$ cat src/rtl/core/m1u_pkg.sv
// Shared types, constants and word builders for the MIDI 1.0 to UMP converter.
`default_nettype none

package m1u_pkg;

  // status bytes
  localparam logic [7:0] ST_NONE        = 8'h00;
  localparam logic [7:0] ST_SYSEX_START = 8'hF0;
  localparam logic [7:0] ST_COMMON_LO   = 8'hF1;
  localparam logic [7:0] ST_COMMON_HI   = 8'hF6;
  localparam logic [7:0] ST_SYSEX_END   = 8'hF7;
  localparam logic [7:0] ST_REALTIME    = 8'hF8;

  // SysEx bytes carried by one type 3 packet
  localparam int unsigned SX_DEPTH    = 6;
  localparam logic [2:0]  SX_FULL_CNT = 3'(SX_DEPTH);
  localparam logic [2:0]  SX_LAST_IDX = 3'(SX_DEPTH - 1);

  localparam logic [1:0] WC_ONE = 2'd1;
  localparam logic [1:0] WC_TWO = 2'd2;

  typedef enum logic [3:0] {
    UMP_SYSTEM = 4'd1,
    UMP_CV1    = 4'd2,
    UMP_SYSEX7 = 4'd3
  } ump_type_e;

  typedef enum logic [3:0] {
    SX_COMPLETE = 4'd0,
    SX_START    = 4'd1,
    SX_CONTINUE = 4'd2,
    SX_END      = 4'd3
  } sx_kind_e;

  typedef logic [SX_DEPTH-1:0][6:0] sx_bytes_t;

  typedef struct packed {
    logic        valid;
    logic [31:0] word_first;
    logic [31:0] word_second;
    logic [1:0]  word_count;
  } m1u_result_t;

  // number of data bytes that follow a status byte
  function automatic logic [1:0] data_len(input logic [7:0] st);
    logic [1:0] len;
    case (st[7:4])
      4'h8, 4'h9, 4'hA, 4'hB, 4'hE: len = 2'd2;
      4'hC, 4'hD:                   len = 2'd1;
      default: begin
        if (st inside {8'hF1, 8'hF3}) begin
          len = 2'd1;
        end else if (st == 8'hF2) begin
          len = 2'd2;
        end else begin
          len = 2'd0;
        end
      end
    endcase
    return len;
  endfunction

  function automatic m1u_result_t one_word(input ump_type_e typ, input logic [3:0] grp,
                                           input logic [7:0] st, input logic [6:0] d0,
                                           input logic [6:0] d1);
    m1u_result_t r;
    r.valid       = 1'b1;
    r.word_first  = {typ, grp, st, 1'b0, d0, 1'b0, d1};
    r.word_second = '0;
    r.word_count  = WC_ONE;
    return r;
  endfunction

  // bytes at or beyond the count read as zero
  function automatic m1u_result_t sysex_words(input logic [3:0] grp, input sx_kind_e kind,
                                              input logic [2:0] cnt, input sx_bytes_t bytes);
    m1u_result_t r;
    sx_bytes_t   b;
    for (int i = 0; i < SX_DEPTH; i++) begin
      b[i] = (3'(i) < cnt) ? bytes[i] : 7'd0;
    end
    r.valid       = 1'b1;
    r.word_first  = {UMP_SYSEX7, grp, kind, 1'b0, cnt, 1'b0, b[0], 1'b0, b[1]};
    r.word_second = {1'b0, b[2], 1'b0, b[3], 1'b0, b[4], 1'b0, b[5]};
    r.word_count  = WC_TWO;
    return r;
  endfunction

endpackage

`default_nettype wire

$ cat src/rtl/core/m1u_xlate.sv
// Translation state and per-byte decode: running status, data gathering, SysEx packing.
`default_nettype none

module m1u_xlate (
  input  wire logic                clk_i,
  input  wire logic                rst_ni,
  input  wire logic                en_i,
  input  wire logic [7:0]          byte_i,
  input  wire logic [3:0]          group_i,
  output m1u_pkg::m1u_result_t     res_o
);
  import m1u_pkg::*;

  logic       in_sysex_q, in_sysex_d;
  logic       opened_q, opened_d;
  logic [2:0] fill_q, fill_d;
  logic [7:0] status_q, status_d;
  logic [1:0] needed_q, needed_d;
  logic [1:0] idx_q, idx_d;
  logic [6:0] db0_q, db0_d;
  logic [6:0] db1_q, db1_d;

  sx_bytes_t  sx_q;
  sx_bytes_t  sx_next;
  logic       sx_wr;

  logic [6:0] d0, d1, d1_sys;
  logic [1:0] idx_inc;

  always_comb begin
    sx_next         = sx_q;
    sx_next[fill_q] = byte_i[6:0];
    // merge the incoming data byte into the pair before building a word
    d0      = idx_q[0] ? db0_q : byte_i[6:0];
    d1      = idx_q[0] ? byte_i[6:0] : db1_q;
    d1_sys  = (needed_q >= 2'd2) ? d1 : 7'd0;
    idx_inc = idx_q + 2'd1;
  end

  always_comb begin
    in_sysex_d = in_sysex_q;
    opened_d   = opened_q;
    fill_d     = fill_q;
    status_d   = status_q;
    needed_d   = needed_q;
    idx_d      = idx_q;
    db0_d      = db0_q;
    db1_d      = db1_q;
    sx_wr      = 1'b0;
    res_o      = '0;
    if (en_i) begin
      if (byte_i >= ST_REALTIME) begin
        // real-time passes through without touching state
        res_o = one_word(UMP_SYSTEM, group_i, byte_i, 7'd0, 7'd0);
      end else if (byte_i == ST_SYSEX_START) begin
        in_sysex_d = 1'b1;
        opened_d   = 1'b0;
        fill_d     = '0;
        status_d   = ST_NONE;
      end else if (byte_i == ST_SYSEX_END) begin
        if (in_sysex_q) begin
          res_o      = sysex_words(group_i, opened_q ? SX_END : SX_COMPLETE, fill_q, sx_q);
          in_sysex_d = 1'b0;
          opened_d   = 1'b0;
          fill_d     = '0;
        end
      end else if (in_sysex_q && !byte_i[7]) begin
        sx_wr = 1'b1;
        if (fill_q == SX_LAST_IDX) begin
          res_o    = sysex_words(group_i, opened_q ? SX_CONTINUE : SX_START,
                                 SX_FULL_CNT, sx_next);
          opened_d = 1'b1;
          fill_d   = '0;
        end else begin
          fill_d = fill_q + 3'd1;
        end
      end else begin
        // a status byte inside SysEx drops the partial buffer silently
        if (in_sysex_q) begin
          in_sysex_d = 1'b0;
          opened_d   = 1'b0;
          fill_d     = '0;
        end
        if (byte_i[7]) begin
          status_d = byte_i;
          needed_d = data_len(byte_i);
          idx_d    = '0;
          if (byte_i >= ST_COMMON_LO && byte_i <= ST_COMMON_HI) begin
            if (data_len(byte_i) == 2'd0) begin
              status_d = ST_NONE;
              res_o    = one_word(UMP_SYSTEM, group_i, byte_i, 7'd0, 7'd0);
            end
          end else begin
            db0_d = '0;
            db1_d = '0;
          end
        end else if (status_q != ST_NONE) begin
          if (idx_inc < needed_q) begin
            idx_d = idx_inc;
            if (idx_q[0]) begin
              db1_d = byte_i[6:0];
            end else begin
              db0_d = byte_i[6:0];
            end
          end else begin
            if (status_q >= ST_COMMON_LO) begin
              res_o = one_word(UMP_SYSTEM, group_i, status_q, d0, d1_sys);
            end else begin
              res_o = one_word(UMP_CV1, group_i, status_q, d0, d1);
            end
            idx_d = '0;
            db0_d = '0;
            db1_d = '0;
          end
        end
      end
    end
  end

  always_ff @(posedge clk_i or negedge rst_ni) begin
    if (!rst_ni) begin
      in_sysex_q <= 1'b0;
      opened_q   <= 1'b0;
      fill_q     <= '0;
      status_q   <= ST_NONE;
      needed_q   <= '0;
      idx_q      <= '0;
      db0_q      <= '0;
      db1_q      <= '0;
    end else begin
      in_sysex_q <= in_sysex_d;
      opened_q   <= opened_d;
      fill_q     <= fill_d;
      status_q   <= status_d;
      needed_q   <= needed_d;
      idx_q      <= idx_d;
      db0_q      <= db0_d;
      db1_q      <= db1_d;
    end
  end

  // SysEx byte store, only entries below the fill count are ever read
  always_ff @(posedge clk_i) begin
    if (sx_wr) begin
      sx_q[fill_q] <= byte_i[6:0];
    end
  end

endmodule

`default_nettype wire

$ cat src/rtl/core/m1u_out_stage.sv
// Result register holding one UMP packet until the downstream transfer.
`default_nettype none

module m1u_out_stage (
  input  wire logic                clk_i,
  input  wire logic                rst_ni,
  input  wire logic                load_i,
  input  wire m1u_pkg::m1u_result_t res_i,
  input  wire logic                out_stall_i,
  output logic                     out_valid_o,
  output logic [31:0]              word_first_o,
  output logic [31:0]              word_second_o,
  output logic [1:0]               word_count_o
);
  import m1u_pkg::*;

  logic        valid_q, valid_d;
  logic [31:0] first_q, second_q;
  logic [1:0]  count_q;

  always_comb begin
    valid_d = valid_q;
    if (load_i) begin
      // load only happens when the register is empty or draining this cycle
      valid_d = res_i.valid;
    end else if (!out_stall_i) begin
      valid_d = 1'b0;
    end
  end

  always_ff @(posedge clk_i or negedge rst_ni) begin
    if (!rst_ni) begin
      valid_q <= 1'b0;
    end else begin
      valid_q <= valid_d;
    end
  end

  always_ff @(posedge clk_i) begin
    if (load_i && res_i.valid) begin
      first_q  <= res_i.word_first;
      second_q <= res_i.word_second;
      count_q  <= res_i.word_count;
    end
  end

  assign out_valid_o   = valid_q;
  assign word_first_o  = first_q;
  assign word_second_o = second_q;
  assign word_count_o  = count_q;

endmodule

`default_nettype wire

$ cat src/rtl/core/midi1_byte_to_ump_converter_unit.sv
// Top level of the MIDI 1.0 byte stream to UMP converter.
//
//   channel  direction  handshake              payload
//   in       input      in_valid_i/in_stall_o   midi_byte_i[7:0]
//   out      output     out_valid_o/out_stall_i word_first_o, word_second_o, word_count_o
//   cfg      input      cfg_valid_i/cfg_ready_o cfg_group_i[3:0]
//
// One byte per cycle sustained while out_stall_i is low; each byte goes into the input
// register, then is decoded into the result register as its packet.
// Bytes that complete no packet still pass through decode and produce nothing.
// Output stall holds the result register; the input register keeps taking a byte as long
// as the pending one can move on, so in_stall_o rises only when both stages are full.
// Reset clears all control and translation state; group resets to 0. cfg is always ready.
`default_nettype none

module midi1_byte_to_ump_converter_unit (
  input  wire logic        clk_i,
  input  wire logic        rst_ni,
  input  wire logic        in_valid_i,
  output logic             in_stall_o,
  input  wire logic [7:0]  midi_byte_i,
  output logic             out_valid_o,
  input  wire logic        out_stall_i,
  output logic [31:0]      word_first_o,
  output logic [31:0]      word_second_o,
  output logic [1:0]       word_count_o,
  input  wire logic        cfg_valid_i,
  output logic             cfg_ready_o,
  input  wire logic [3:0]  cfg_group_i
);
  import m1u_pkg::*;

  logic        in_valid_q, in_valid_d;
  logic [7:0]  in_byte_q;
  logic [3:0]  group_q;
  logic        advance;
  logic        in_xfer;
  m1u_result_t res;

  assign advance     = in_valid_q && (!out_valid_o || !out_stall_i);
  assign in_stall_o  = in_valid_q && !advance;
  assign in_xfer     = in_valid_i && !in_stall_o;
  assign cfg_ready_o = 1'b1;

  always_comb begin
    in_valid_d = in_valid_q;
    if (in_xfer) begin
      in_valid_d = 1'b1;
    end else if (advance) begin
      in_valid_d = 1'b0;
    end
  end

  always_ff @(posedge clk_i or negedge rst_ni) begin
    if (!rst_ni) begin
      in_valid_q <= 1'b0;
      group_q    <= '0;
    end else begin
      in_valid_q <= in_valid_d;
      if (cfg_valid_i && cfg_ready_o) begin
        group_q <= cfg_group_i;
      end
    end
  end

  always_ff @(posedge clk_i) begin
    if (in_xfer) begin
      in_byte_q <= midi_byte_i;
    end
  end

  m1u_xlate u_xlate (
    .clk_i   (clk_i),
    .rst_ni  (rst_ni),
    .en_i    (advance),
    .byte_i  (in_byte_q),
    .group_i (group_q),
    .res_o   (res)
  );

  m1u_out_stage u_out (
    .clk_i         (clk_i),
    .rst_ni        (rst_ni),
    .load_i        (advance),
    .res_i         (res),
    .out_stall_i   (out_stall_i),
    .out_valid_o   (out_valid_o),
    .word_first_o  (word_first_o),
    .word_second_o (word_second_o),
    .word_count_o  (word_count_o)
  );

  // input side only backs up when the result register is full and stalled
  a_stall_cause: assert property (@(posedge clk_i) disable iff (!rst_ni)
    in_stall_o |-> (in_valid_q && out_valid_o && out_stall_i))
    else $error("input stalled without a blocked result");

  // two-word packets are exactly the SysEx ones
  a_count_type: assert property (@(posedge clk_i) disable iff (!rst_ni)
    out_valid_o |-> ((word_count_o == WC_TWO) == (word_first_o[31:28] == UMP_SYSEX7)))
    else $error("word count does not match packet type");

  // one-word packets carry a zero second word
  a_second_zero: assert property (@(posedge clk_i) disable iff (!rst_ni)
    (out_valid_o && word_count_o == WC_ONE) |-> (word_second_o == 32'd0))
    else $error("second word not zero on one-word packet");

  // a packet that was stalled is still there on the next edge
  a_hold_pending: assert property (@(posedge clk_i) disable iff (!rst_ni)
    (out_valid_o && out_stall_i) |=> out_valid_o)
    else $error("stalled packet lost");

endmodule

`default_nettype wire
$ cat config.mk
export PLATFORM = sky130hd
export DESIGN_NAME = midi1_byte_to_ump_converter_unit
export DESIGN_NICKNAME = d
export VERILOG_FILES = /design/src/rtl/core/m1u_pkg.sv /design/src/rtl/core/m1u_xlate.sv /design/src/rtl/core/m1u_out_stage.sv /design/src/rtl/core/midi1_byte_to_ump_converter_unit.sv
export SDC_FILE = /design/constraint.sdc
export NUM_CORES = 1
export LEC_CHECK = 0
export BUFFER_PORTS_ARGS = -buffer_cell sky130_fd_sc_hd__buf_4
export CAP_MARGIN = 0
export CORE_ASPECT_RATIO = 1.2
export CORE_UTILIZATION = 55
export DETAILED_ROUTE_END_ITERATION = 6
export PLACE_DENSITY = 0.76
export SYNTH_ARGS = -nofsm -noshare
export SYNTH_HDL_FRONTEND = slang
export SYNTH_HIERARCHICAL = 1
export SYNTH_SLANG_ARGS = --single-unit
export TNS_END_PERCENT = 30
$ cat constraint.sdc
create_clock -name clk_i -period 4.44 [get_ports clk_i]
set_clock_uncertainty 0.1 [all_clocks]
set_input_delay 0.222 -clock clk_i [delete_from_list [all_inputs] [get_ports clk_i]]
set_output_delay 0.222 -clock clk_i [all_outputs]
set_load 0.03 [all_outputs]
* Yosys cells after proc, flatten, opt, wreduce, memory -nomap -nowiden *
Cells that the tools add are included.

storage, ports and cells
  bits in registers = 153
  input port bits = 17
  output and inout port bits = 69
  logic and storage cells = 167

operators by class
  add/subtract/negate cells = 2
  magnitude comparators = 14
  equal/unequal tests = 19
  muxes and demuxes = 75
  bitwise gates (word level) = 5
  reductions and logical operators = 29

operator list
  kind                  count
  $mux W67              12
  $mux W7               17
  $mux W64              1
  $mux W8               6
  $bwmux W42            1
  $eq A8 B8 Y1 const B  5
  $eq A4 B4 Y1 const B  7
  $mux W2               14
  $ge A8 B8 Y1 const B  3
  $demux W7 S3          1
  $mux W1               17
  $mux W3               5
  $reduce_and A6 Y1     2
  $le A8 B8 Y1 const B  1
  $reduce_bool A2 Y1    4
  $reduce_bool A8 Y1    1
  $logic_and A1 B1 Y1   7
  $reduce_and A7 Y1     1
  $lt A1 B3 Y1 const A  2
  $lt A2 B3 Y1 const A  2
  $lt A3 B3 Y1 const A  2
  $ne A2 B1 Y1 const B  3
  $reduce_and A3 Y1     2
  $logic_not A1 Y1      5
  other kinds (19)      23

* Logic depth before layout (Yosys ltp) *
Gate-level depths: netlist (run 1).

  word-level depth = 21
  depth in mapped cells = 9
  depth with buffers taken out = 8

* Cells and area by module *
Netlist (run 1), hierarchy kept.

modules (own cells, without submodules)
  module                            instances  cells each  area each (µm²)  sequential area each (µm²)
  m1u_xlate                         1          501         4,764.6          2,037.0
  m1u_out_stage                     1          70          2,026.9          2,006.9
  midi1_byte_to_ump_converter_unit  1          24          450.4            365.4

* Worst setup path after synthesis (run 1) *
OpenSTA, ideal clock, no wires.

  path type = reg2reg
  from = register u_xlate.idx_q[0]
  to = register u_out.count_q[0] (netlist: u_out/word_count_o[0]), enable pin
  setup time = 0.378 ns
  arrival = 2.399 ns
  required time = 3.962 ns
  setup slack = 1.563 ns
  cell stages (with the launch flop) = 9
  buffers on the path = 1
  period minus slack after synthesis = 2.877 ns
  cells stage by stage = dfrtp_1 clkbuf_1 xor2_1 ha_1 a21o_1 a31oi_1 a41oi_2 and2_1 and2_4

RTL lines
  element                 RTL line             source
  start, declared         m1u_xlate.sv:19      logic [1:0] idx_q, idx_d;
  start signal, assigned  m1u_xlate.sv:136     idx_q <= idx_d;
  end signal, assigned    m1u_out_stage.sv:43  count_q <= res_i.word_count;
  end, declared           m1u_out_stage.sv:19  logic [1:0] count_q;

==> results of run 1 <==
## synth_stat cells, types with 3 or more instances
cell type | number | area share
edfxtp_1 | 116 | 0.48
nand2_1 | 76 | 0.039
nor2_1 | 43 | 0.022
dfrtp_1 | 37 | 0.13
mux2_2 | 34 | 0.053
o21ai_0 | 29 | 0.020
a21oi_1 | 25 | 0.017
a22oi_1 | 22 | 0.023
clkbuf_1 | 20 | 0.010
buf_2 | 18 | 0.012
mux2i_1 | 16 | 0.022
nand3_1 | 14 | 0.0097
o41ai_1 | 14 | 0.017
and2_1 | 11 | 0.0095
buf_4 | 11 | 0.011
inv_1 | 9 | 0.0047
a222oi_1 | 8 | 0.011
a22o_1 | 7 | 0.0085
nor3_1 | 7 | 0.0048
and3_1 | 6 | 0.0052
nand2b_1 | 5 | 0.0043
a21oi_2 | 4 | 0.0048
nor3_2 | 4 | 0.0055
ha_1 | 3 | 0.0052
## layout by cell type (no fill, tap or decap), drive strengths merged, types with 6 or more instances in the layout
cell type / netlist / routed
a21oi: 29 / 29
a222oi: 8 / 8
a22o: 7 / 7
a22oi: 22 / 22
and2: 12 / 12
and3: 6 / 6
buf: 30 / 97
clkbuf: 20 / 18
conb: 2 / 9
dfrtp: 37 / 37
dlygate4sd3: 0 / 19
edfxtp: 116 / 116
inv: 10 / 15
mux2: 35 / 35
mux2i: 16 / 16
nand2: 76 / 76
nand3: 14 / 14
nor2: 43 / 43
nor3: 11 / 11
o21ai: 30 / 30
o41ai: 14 / 14
## power by group through the flow
stage | Combinational (uW) | Sequential [uW] | Clock [uW]
floorplan | 484 | 1940 | 0
global placement | 862 | 1820 | 0
detailed placement | 880 | 1820 | 0
CTS | 905 | 1790 | 1580
global route | 974 | 1810 | 1640
finish | 908 | 1800 | 1560
## cells by family after synthesis
family,after synthesis
compound gates,136
buf+inv,60
mux,51
flops,153
simple gates,189
fa+ha+maj,3
other cells,2
xor+xnor,1
## per-stage QoR
| stage | instance area (um2) | hold WS (ns) | power (uW) |
|---|---|---|---|
| 5_1_grt | 8788 | 0.2380 | 4424 |
| 3_3_place_gp | 7959 | 0.1110 | 2678 |
| 4_1_cts | 8788 | 0.2037 | 4279 |
| 2_1_floorplan | 7268 | -0.1736 | 2423 |
| 3_5_place_dp | 7959 | 0.1186 | 2701 |
| 6_report | 8788 | 0.1919 | 4264 |
## worst min-delay path by stage
stage           start                to  slack, ns  cells after the start
6_report       rst_ni  u_xlate/db0_q[6]       0.19                      2
2_1_floorplan  rst_ni        group_q[0]      -0.17                      0
4_1_cts        rst_ni  u_xlate/db0_q[6]       0.20                      2
3_5_place_dp   rst_ni  u_xlate/db0_q[6]       0.12                      1
3_3_place_gp   rst_ni  u_xlate/db0_q[6]       0.11                      1
5_1_grt        rst_ni  u_xlate/db1_q[1]       0.24                      2
## sequential cells by signal, summed over array words and instances, names as in the netlist, 4 cells and up
signal / count
u_out/word_first_o: 32
u_xlate/db0_q: 7
group_q: 4
in_byte_q: 8
u_xlate/db1_q: 7
u_xlate/status_q: 8
u_out/word_second_o: 32
u_xlate/sx_q: 42
## final cells by class
class                           instances  area [um2]  area share
Inverter                               10       37.54    0.004271
Multi-Input combinational cell        389        2566      0.2920
Clock inverter                         14       210.2     0.02392
Sequential cell                       153        4409      0.5017
Tap cell                              164       205.2     0.02335
Clock buffer                           18       429.2     0.04883
Timing Repair Buffer                  116       930.9      0.1059
## worst max-delay path, delay by kind of cell (launching register included)
| kind | cells | cell delay (ns) |
|---|---|---|
| AND/OR/NAND/NOR | 2 | 0.55 |
| buffers and inverters | 1 | 0.28 |
| adder cells (fa/ha/maj) | 1 | 0.32 |
| XOR/XNOR | 1 | 0.16 |
| AO/OA/AOI/OAI | 3 | 1.13 |
| flip-flops | 1 | 0.42 |
## metal layers
layer / global-route usage / up-vias / part of all wire
li1: - / 2412 / -
met1: 0.3441 / 2562 / 0.40
met2: 0.4175 / 290 / 0.49
met3: 0.06507 / 42 / 0.086
met4: 0.1064 / 0 / 0.022
met5: 0 / - / 0
==> results.md, run 1 <==
* Core ar. at 12720 um2
* Clock Sinks at 153
* Initial Util at 0.5691
* Compound-Gate Fraction of Synth Area at 0.1356
* Combinational share of power at 0.213
* Mapped Cells at 595
* TritonCTS clock tree: yes
* Critical path's slowest cell: a21o_1
* Seq/Total Area, Yosys at 0.6088
* Hold bufs inserted after CTS at 19
* Post-DR vias/cell at 6.141
* Status: finished with violations
* Tightest Hold Check Type: input port to asynchronous set/reset pin
* DR DRC count at 1
* Cts bufs inserted at 17
* Post-route ant nets at 0
* Setup tns final at 0 ns
* Fin nets at 707
* Grt total ovfl at 0
* Area Overhead vs Synth at 21.35%
* Pre-CTS WS at 1.202 ns
* Post-route clock period utilization at 0.7408
* Clock latency on the worst-skew pair at 0.42 ns
* Actual slew at the worst max-slew pin at 0.7417 ns
* PnR worst setup slack at 1.151 ns
* Reg2reg setup slack at 1.15 ns
* Yosys warns at 6
* Critical Path Sink Type: register
* Clock Power Share at 0.366
* Non-Filler Instances at 864
* Peak VDD IR at 0.2728 mV
* Clock Root Buffer: clkbuf_16
* Slew headroom at 0.5026
* CP Launch Type: register
* Largest net degree at the start of global routing at 44
* Die Area at 13630 um2
* Largest family of logic cells by synthesized area: compound AO/OA/AOI/OAI gates
* Initial antenna violation count at 0
* Unrepaired setup endpoints after global routing: false
* Wire per inst at 19.37 um
* Failing checks: design-rule violations
* Beginning of the worst register-to-register path: u_xlate/idx_q[1]
* XOR/XNOR Fraction of Synth Area at 0.001209
* LEAKAGE at 0.003309 uW
* Average size of a mapped cell at 12.17 um2
* Synth Register Bits at 153
* Pint at 2983 uW
* Layout fillers at 911
* Vias in the first global route at 5152
* Adder-cell share of the synthesized area at 0.005183
* Share of layout cells above drive strength 1 at 0.2671
* Initial DRT Pass Iterations at 7
* Power per cell area at 485.2 nW/um2
* Post-Syn Area at 7242 um2
* Share of power burned in registers at 0.421
* Postcts setup bufs at 0
* Tot GR Track Use at 0.2616
* Clock slew at reported path FFs at 0.06 ns
* Buffers on Ports at 84
* Crit path max fanout at 41
* Distinct cells, synth at 64
* Initial drt markers at 574
* Cells along the critical path: xor2_1 > ha_1 > a21o_1 > a31oi_1 > a41oi_2 > and2_1 > and2_4 > buf_12
* Max_cap viols at 0
* Final setup fails at 0
* Placed instance count at 813
* Total Wirelength at 16.73 mm
* Routability cong. at 0.8901
* Hpwl dp at 10.76 mm
* Critical path origin: u_xlate/idx_q[1]
* Arrival time worst endpoint at 3.30 ns
* # diodes at 0
* Clock buffer depth at 2
* First-pass GRT wire length at 27.01 mm
* Io pins at 86
* Synth Flop Type: edfxtp_1
* Final Hold Viols at 0
* Req. time, crit path at 4.45 ns
* Htree depth at 4
* Clock period minus worst slack at 3.289 ns
* FFs w/ async S/R, synth at 0.2418
* WS Path Type: register to register
* Post_cts resized at 0
* Cell row count at 45
* Slew Limit Fails at 0
* Die Height at 127.7 um
* Chip width at 106.8 um
* CP max stage delay at 0.52 ns
* Worst R2R End: u_out/word_first_o[5]
* Final core occ at 0.6907
* Worst reg2reg path depth at 8
* Mux share of post-synthesis cell area at 0.07654
* Simple-gate share of the synthesized area at 0.1306
* Highest Clock Rate at 304.0 MHz
* Worst Setup EP: u_out/word_first_o[5]
* Sw frac at 0.3004
* Vias after detailed routing at 5306
* P_sw at 1281 uW
* Number of synthesized flops with an enable pin at 116
Power figures use the tool's default switching activity.
==> inputs of run 2 (changes only) <==
--- a/config.mk
+++ b/config.mk
@@ -5,6 +5,7 @@
 export SDC_FILE = /design/constraint.sdc
 export NUM_CORES = 1
 export LEC_CHECK = 0
+export ABC_AREA = 1
 export BUFFER_PORTS_ARGS = -buffer_cell sky130_fd_sc_hd__buf_4
 export CAP_MARGIN = 0
 export CORE_ASPECT_RATIO = 1.2
==> constraint.sdc (replaced) <==
create_clock -name clk_i -period 3.3 [get_ports clk_i]
set_clock_uncertainty 0.1 [all_clocks]
set_input_delay 0.165 -clock clk_i [delete_from_list [all_inputs] [get_ports clk_i]]
set_output_delay 0.165 -clock clk_i [all_outputs]
set_load 0.03 [all_outputs]
==> run 2 against run 1 <==
Net effect: the run now ends clean; largest cell class unchanged; combinational power grew 53%; final cell count grew 17%; fmax grew 8.2%; via count grew 12%; largest power group unchanged; routed wire length grew 15%; register-to-register slack lost 0.89 ns; synthesized cell count grew 21%; synthesized area is essentially flat.
==> results.md, run 2 <==
* Status: complete, no violations
* Simple-gate share of the synthesized area at 0.1724 (+0.04179)
* Count leader, synth: nand2_1
* Postcts setup bufs at 0 (unchanged)
* Io pins at 86 (unchanged)
* Post-DR vias/cell at 5.870 (-4.4%)
* Cell row count at 45 (unchanged)
* Core ar. at 12720 um2 (unchanged)
* Clock Sinks at 153 (unchanged)
* Grt total ovfl at 0 (unchanged)
* Cts bufs inserted at 17 (unchanged)
* Unrepaired setup endpoints after global routing: false
* Mapped Cells at 718 (+21%)
* Arrival time worst endpoint at 3.02 ns (-0.28 ns)
* Post-route ant nets at 0 (unchanged)
* XOR/XNOR Fraction of Synth Area at 0.002421 (+0.001211)
* Setup tns final at 0 ns (unchanged)
* Total Wirelength at 19.31 mm (+15%)
* Initial Util at 0.5686 (about the same)
* Most frequent cells in the layout: 139 x nand2_1, 116 x edfxtp_1, 99 x buf_4, 79 x inv_1, 57 x o21ai_0
* Area Overhead vs Synth at 22.50%
* Largest family of logic cells by synthesized area: simple AND/OR/NAND/NOR gates
* Most flops, register: u_xlate/sx_q
* Worst reg2reg path depth at 16 (+8)
* Mux share of post-synthesis cell area at 0 (-0.07654)
* Post-Syn Area at 7236 um2 (about the same)
* Synth Register Bits at 153 (unchanged)
* Most common cell after layout, fill and taps aside: nand2_1
* Post-synth top cells: 139 x nand2_1, 116 x edfxtp_1, 80 x inv_1, 57 x o21ai_0, 50 x nor2_1
* LEAKAGE at 0.003629 uW (+9.7%)
* DR DRC count at 0 (-1)
* Clock latency on the worst-skew pair at 0.42 ns (about the same)
* TritonCTS clock tree: yes
* Crit path max fanout at 58 (+41%)
* Buffers on Ports at 84 (unchanged)
* Chip width at 106.7 um (about the same)
* Final Hold Viols at 0 (unchanged)
* Post-route clock period utilization at 0.9210 (+0.1801)
* Post_cts resized at 0 (unchanged)
* First-pass GRT wire length at 30.37 mm (+12%)
* Routability cong. at 0.9443 (+6.1%)
* Clock buffer depth at 2 (unchanged)
* Area leader, netlist: edfxtp_1
* Htree depth at 4 (unchanged)
* Top cells by area, synth: edfxtp_1 48%, dfrtp_1 13%, nand2_1 7.2%
* Yosys warns at 6 (unchanged)
* Global routing usage on met2 at 0.4782 (+0.06072)
* Slew Limit Fails at 0 (unchanged)
* Area occupied by multi-input gates at 2312 um2 (-9.9%)
* Hpwl dp at 12.88 mm (+20%)
* FFs w/ async S/R, synth at 0.2418 (unchanged)
* Synth Flop Type: edfxtp_1
* Initial DRT Pass Iterations at 5 (-2)
* Met1 GRT Util at 0.3770 (+0.03290)
* Final total power at 5803 uW (+36%)
* Distinct cells, synth at 43 (-33%)
* Final setup fails at 0 (unchanged)
* Slew headroom at 0.4868 (-0.01583)
* Largest net degree at the start of global routing at 59 (+34%)
* Vias after detailed routing at 5917 (+12%)
* Tightest Hold Check Type: input port to asynchronous set/reset pin
* Wire per inst at 19.15 um (-1.1%)
* Clock slew at reported path FFs at 0.07 ns (about the same)
* Vias in the first global route at 5815 (+13%)
* Share of layout cells above drive strength 1 at 0.1967 (-0.07046)
* Average size of a mapped cell at 10.08 um2 (-17%)
* Seq/Total Area, Yosys at 0.6094 (about the same)
* Max reg flops at 42 (unchanged)
* Top cell type's share of synthesized area at 0.4814 (about the same)
* # diodes at 0 (unchanged)
* Grt met3 use at 0.06122 (-0.003849)
* Critical Path Sink Type: register
* Number of synthesized flops with an enable pin at 116 (unchanged)
* WS Path Type: register to register
* Die Height at 127.6 um (about the same)
* Power per cell area at 654.7 nW/um2 (+35%)
* Layout fillers at 952 (+4.5%)
* FF+latch area at 4409 um2 (unchanged)
* Highest Clock Rate at 329.0 MHz (+8.2%)
* Initial drt markers at 594 (+3.5%)
* Actual slew at the worst max-slew pin at 0.7657 ns (+0.02393 ns)
* Req. time, crit path at 3.28 ns (-1.17 ns)
* Max_cap viols at 0 (unchanged)
* WHS at 0.1485 ns (-0.04348 ns)
* Initial antenna violation count at 0 (unchanged)
* Fin nets at 852 (+21%)
* CP Launch Type: register
* Clock period minus worst slack at 3.039 ns (-0.2501 ns)
* Compound-Gate Fraction of Synth Area at 0.1328 (-0.002822)
* Die Area at 13620 um2 (about the same)
* Peak VDD IR at 0.3629 mV (+33%)
* Gr busiest metal: met2
* Clock Root Buffer: clkbuf_16
* Final core occ at 0.6966 (+0.005900)
* Tot GR Track Use at 0.2976 (+0.03592)
* Adder-cell share of the synthesized area at 0.005188 (about the same)
[run 2: cell types whose count changed in the layout (fill, tap and decap cells not counted), sizes merged, moves of 12 or more]
cell,previous run,this run
o22ai,1,25
a22oi,22,6
inv,15,93
o41ai,14,0
nand3,14,38
mux2,35,0
nand2,76,148
and2,12,0
mux2i,16,0
nor2,43,59
o21ai,30,79
[run 2: cell type report]
| cell class | count | area share |
|---|---|---|
| well taps | 164 | 0.02315 |
| repair buffers | 124 | 0.1132 |
| multi-input cells | 447 | 0.2609 |
| inverters | 89 | 0.03896 |
| clock inverters | 14 | 0.01835 |
| clock buffers | 17 | 0.04800 |
| flip-flops and latches | 153 | 0.4975 |
[run 2: logic make-up after synthesis]
kind of cell               after synthesis
buffers and inverters                  125
adders and majority gates                3
AOI/OAI and AO/OA                      172
and+or+nand+nor                        261
xor gates and xnor gates                 2
other                                    2
DFF                                    153
[run 2: final timing paths]
kind	start	end	slack, ns
setup reg to reg	u_xlate/idx_q[0]	u_out/word_first_o[4]	0.26
hold / removal	rst_ni	u_xlate/db1_q[0]	0.15
setup / recovery	u_xlate/idx_q[0]	u_out/word_first_o[4]	0.26
max in group asynchronous	rst_ni	u_xlate/fill_q[0]	2.59
min in group clk_i	midi_byte_i[3]	in_byte_q[3]	0.37
hold reg to reg	u_xlate/idx_q[1]	u_xlate/idx_q[1]	0.41
[run 2: power by group]
part           switching (uW)  internal (uW)  leakage (uW)
clock network             823           1130      0.000276
logic                     994            398       0.00179
registers                 107           2350       0.00156
[run 2: per-stage QoR]
stage	setup slack [ns]	area [um2]	std cells
final	0.2608	8864	1008
after global routing	0.01551	8864	1008
after CTS	0.3025	8864	1008
after detailed placement	0.3448	8035	953
after global placement	0.4796	8035	953
after floorplan	0.01236	7276	725
[run 2: routing by layer]
metal,up-vias,routed length (um)
li1,2683,-
met1,2804,7446
met2,360,9588
met3,70,1462
met4,0,810
met5,-,0
[run 2: worst max-delay path, stage by stage, from the launching register on]
cell and delay [ns]:
dfrtp_1 0.43, xnor2_1 0.24, inv_1 0.07, ha_1 0.32
a21oi_4 0.06, nand2_1 0.10, nand2_1 0.07, nor2_1 0.15
nand2_2 0.09, nand2_2 0.09, nand2_1 0.06, nand2_1 0.07
nand2_2 0.08, inv_1 0.08, nand2_1 0.10, clkinvlp_4 0.24
buf_12 0.30
[run 2: what timing repair did]
| item | CTS | global route |
|---|---|---|
| hold endpoints to repair | 51 | 0 |
| hold buffers | 24 | 0 |
| endpoints found under the setup margin | 0 | 0 |
==> inputs of run 3 (changes only) <==
==> constraint.sdc (replaced) <==
create_clock -name clk_i -period 3.3 [get_ports clk_i]
set_clock_uncertainty 0.1 [all_clocks]
set_input_delay 0.33 -clock clk_i [delete_from_list [all_inputs] [get_ports clk_i]]
set_output_delay 0.33 -clock clk_i [all_outputs]
set_load 0.03 [all_outputs]
==> run 3 against run 2 <==
Net effect: die area is the same; final cell count is 1.5% lower; setup slack gained 0.013 ns; first-iteration DRC count rose by 11%; sequential share of layout area grew 0.86 points; global-route usage decreased by 0.57 points; register-to-register slack about the same; critical endpoint unchanged; largest cell class unchanged.
==> results.md, run 3 (synthesis results as in run 2) <==
* First-pass GRT wire length at 29.84 mm (-1.8%)
* Chip width at 106.7 um (unchanged)
* Clock Power Share at 0.337 (about the same)
* Slew headroom at 0.4856 (-0.001142)
* Clock period minus worst slack at 3.027 ns (-0.01266 ns)
* DR DRC count at 0 (unchanged)
* Pint at 3865 uW (-0.37%)
* CP Launch Type: register
* Final total power at 5784 uW (-0.32%)
* Clock Root Buffer: clkbuf_16
* Status: complete, no violations
* Crit path max fanout at 58 (unchanged)
* Core ar. at 12720 um2 (unchanged)
* Post-route clock period utilization at 0.9171 (-0.003837)
* Max reg flops at 42 (unchanged)
* Req. time, crit path at 3.28 ns (about the same)
* Htree depth at 4 (unchanged)
* Most common cell after layout, fill and taps aside: nand2_1
* Initial DRT Pass Iterations at 5 (unchanged)
* P_sw at 1920 uW (-0.22%)
* Vias after detailed routing at 5864 (-0.90%)
* Max_cap viols at 0 (unchanged)
* Slew Limit Fails at 0 (unchanged)
* LEAKAGE at 0.003570 uW (-1.6%)
* Combinational share of power at 0.238 (-0.002)
* # diodes at 0 (unchanged)
* Beginning of the worst register-to-register path: u_xlate/idx_q[0]
* Share of layout cells above drive strength 1 at 0.2002 (+0.003559)
* Worst R2R End: u_out/word_first_o[4]
* Non-Filler Instances at 993 (-1.5%)
* Share of power burned in registers at 0.425 (about the same)
* Buffers on Ports at 84 (unchanged)
* Post_cts resized at 0 (unchanged)
* Cell row count at 45 (unchanged)
* Clock slew at reported path FFs at 0.07 ns (about the same)
* Post-DR vias/cell at 5.905 (+0.60%)
* TritonCTS clock tree: yes
* Cts bufs inserted at 17 (unchanged)
* Hold path endpoint: group_q[0]
* Total Wirelength at 18.93 mm (-2.0%)
* Most frequent cells in the layout: 139 x nand2_1, 116 x edfxtp_1, 99 x buf_4, 79 x inv_1, 57 x o21ai_0
* Sw frac at 0.3319 (about the same)
* Setup tns final at 0 ns (unchanged)
* Unrepaired setup endpoints after global routing: false
* Largest net degree at the start of global routing at 59 (unchanged)
* Final core occ at 0.6848 (-0.01180)
* WS Path Type: register to register
* Initial antenna violation count at 0 (unchanged)
* Final setup fails at 0 (unchanged)
* Clock Sinks at 153 (unchanged)
* Die Area at 13620 um2 (unchanged)
* Initial Util at 0.5686 (unchanged)
* WHS at 0.01349 ns (-0.1350 ns)
* Final Hold Viols at 0 (unchanged)
* Most flops, register: u_xlate/sx_q
* Peak VDD IR at 0.3634 mV (+0.15%)
* Die Height at 127.6 um (unchanged)
* Highest Clock Rate at 330.4 MHz (+0.42%)
* Io pins at 86 (unchanged)
* Clock latency on the worst-skew pair at 0.42 ns (about the same)
* Initial drt markers at 657 (+11%)
* Tightest Hold Check Type: input port to register
* Reg2reg setup slack at 0.27 ns (about the same)
* Actual slew at the worst max-slew pin at 0.7674 ns (+0.001703 ns)
* Grt total ovfl at 0 (unchanged)
* Power per cell area at 663.9 nW/um2 (+1.4%)
* Tot GR Track Use at 0.2919 (-0.005677)
* Hold bufs inserted after CTS at 9 (-63%)
* Vias in the first global route at 5740 (-1.3%)
* Hold path startpoint: cfg_group_i[0]
* Worst reg2reg path depth at 16 (unchanged)
* Arrival time worst endpoint at 3.01 ns (about the same)
* FF+latch area at 4409 um2 (unchanged)
* Placed instance count at 953 (unchanged)
* Postcts setup bufs at 0 (unchanged)
* Area Overhead vs Synth at 20.42%
* Cell depth of the worst min-delay path at 3
* Post-route ant nets at 0 (unchanged)
* Area occupied by multi-input gates at 2312 um2 (unchanged)
* Critical Path Sink Type: register
* Hpwl dp at 12.88 mm (unchanged)
* Layout fillers at 969 (+1.8%)
* Fin nets at 837 (-1.8%)
* Wire per inst at 19.06 um (-0.48%)
* Routability cong. at 0.9443 (unchanged)
* Clock buffer depth at 2 (unchanged)
-- run 3: cell count changes in the layout (fill, tap and decap cells not counted), sizes merged --
cell | previous run | this run
dlygate4sd3 | 24 | 9
-- run 3: critical path: stages (launching register included) --
cell,delay [ns]
dfrtp_1,0.43
xnor2_1,0.23
inv_1,0.07
ha_1,0.32
a21oi_4,0.06
nand2_1,0.10
nand2_1,0.07
nor2_1,0.15
nand2_2,0.09
nand2_2,0.09
nand2_1,0.06
nand2_1,0.07
nand2_2,0.08
inv_1,0.08
nand2_1,0.09
clkinvlp_4,0.23
buf_12,0.30
-- run 3: through the flow --
step	instance area [um2]	worst slack, ns
after floorplan	7276	0.01236
after global placement	8035	0.4796
after detailed placement	8035	0.3448
after CTS	8713	0.3025
after global routing	8713	0.01552
final	8713	0.2734
-- run 3: how the worst max path moves through the flow --
stage / startpoint / to / slack [ns] / depth (start not counted)
CTS: u_xlate/idx_q[0] / u_out/word_first_o[11] / 0.30 / 16
floorplan: u_xlate/idx_q[0] / u_out/word_count_o[0] / 0.01 / 15
global placement: u_xlate/idx_q[0] / u_out/word_first_o[5] / 0.48 / 16
global route: u_xlate/idx_q[0] / u_out/word_first_o[4] / 0.02 / 16
detailed placement: u_xlate/idx_q[0] / u_out/word_second_o[12] / 0.34 / 16
finish: u_xlate/idx_q[0] / u_out/word_first_o[4] / 0.27 / 16
-- run 3: power groups by stage --
stage                     clock network (uW)  registers [uW]  logic (uW)
after detailed placement                   0            2490        1320
after global placement                     0            2480        1280
after global routing                    2040            2480        1500
after floorplan                            0            2570         848
after CTS                               1980            2460        1350
final                                   1950            2460        1380
-- run 3: layer usage --
metal,vias up,part of all wire,global-route usage
met3,79,0.083,0.06020
met4,0,0.044,0.1595
li1,2659,-,-
met5,-,0,0
met2,350,0.49,0.4679
met1,2776,0.38,0.3724
-- run 3: area by class of cell --
cell class	count	area share
clock buffer	17	0.04882
clock inverter	14	0.01867
inverter	89	0.03963
multi-input combinational	447	0.2654
sequential	153	0.5060
tap	164	0.02355
timing repair buffer	109	0.09793
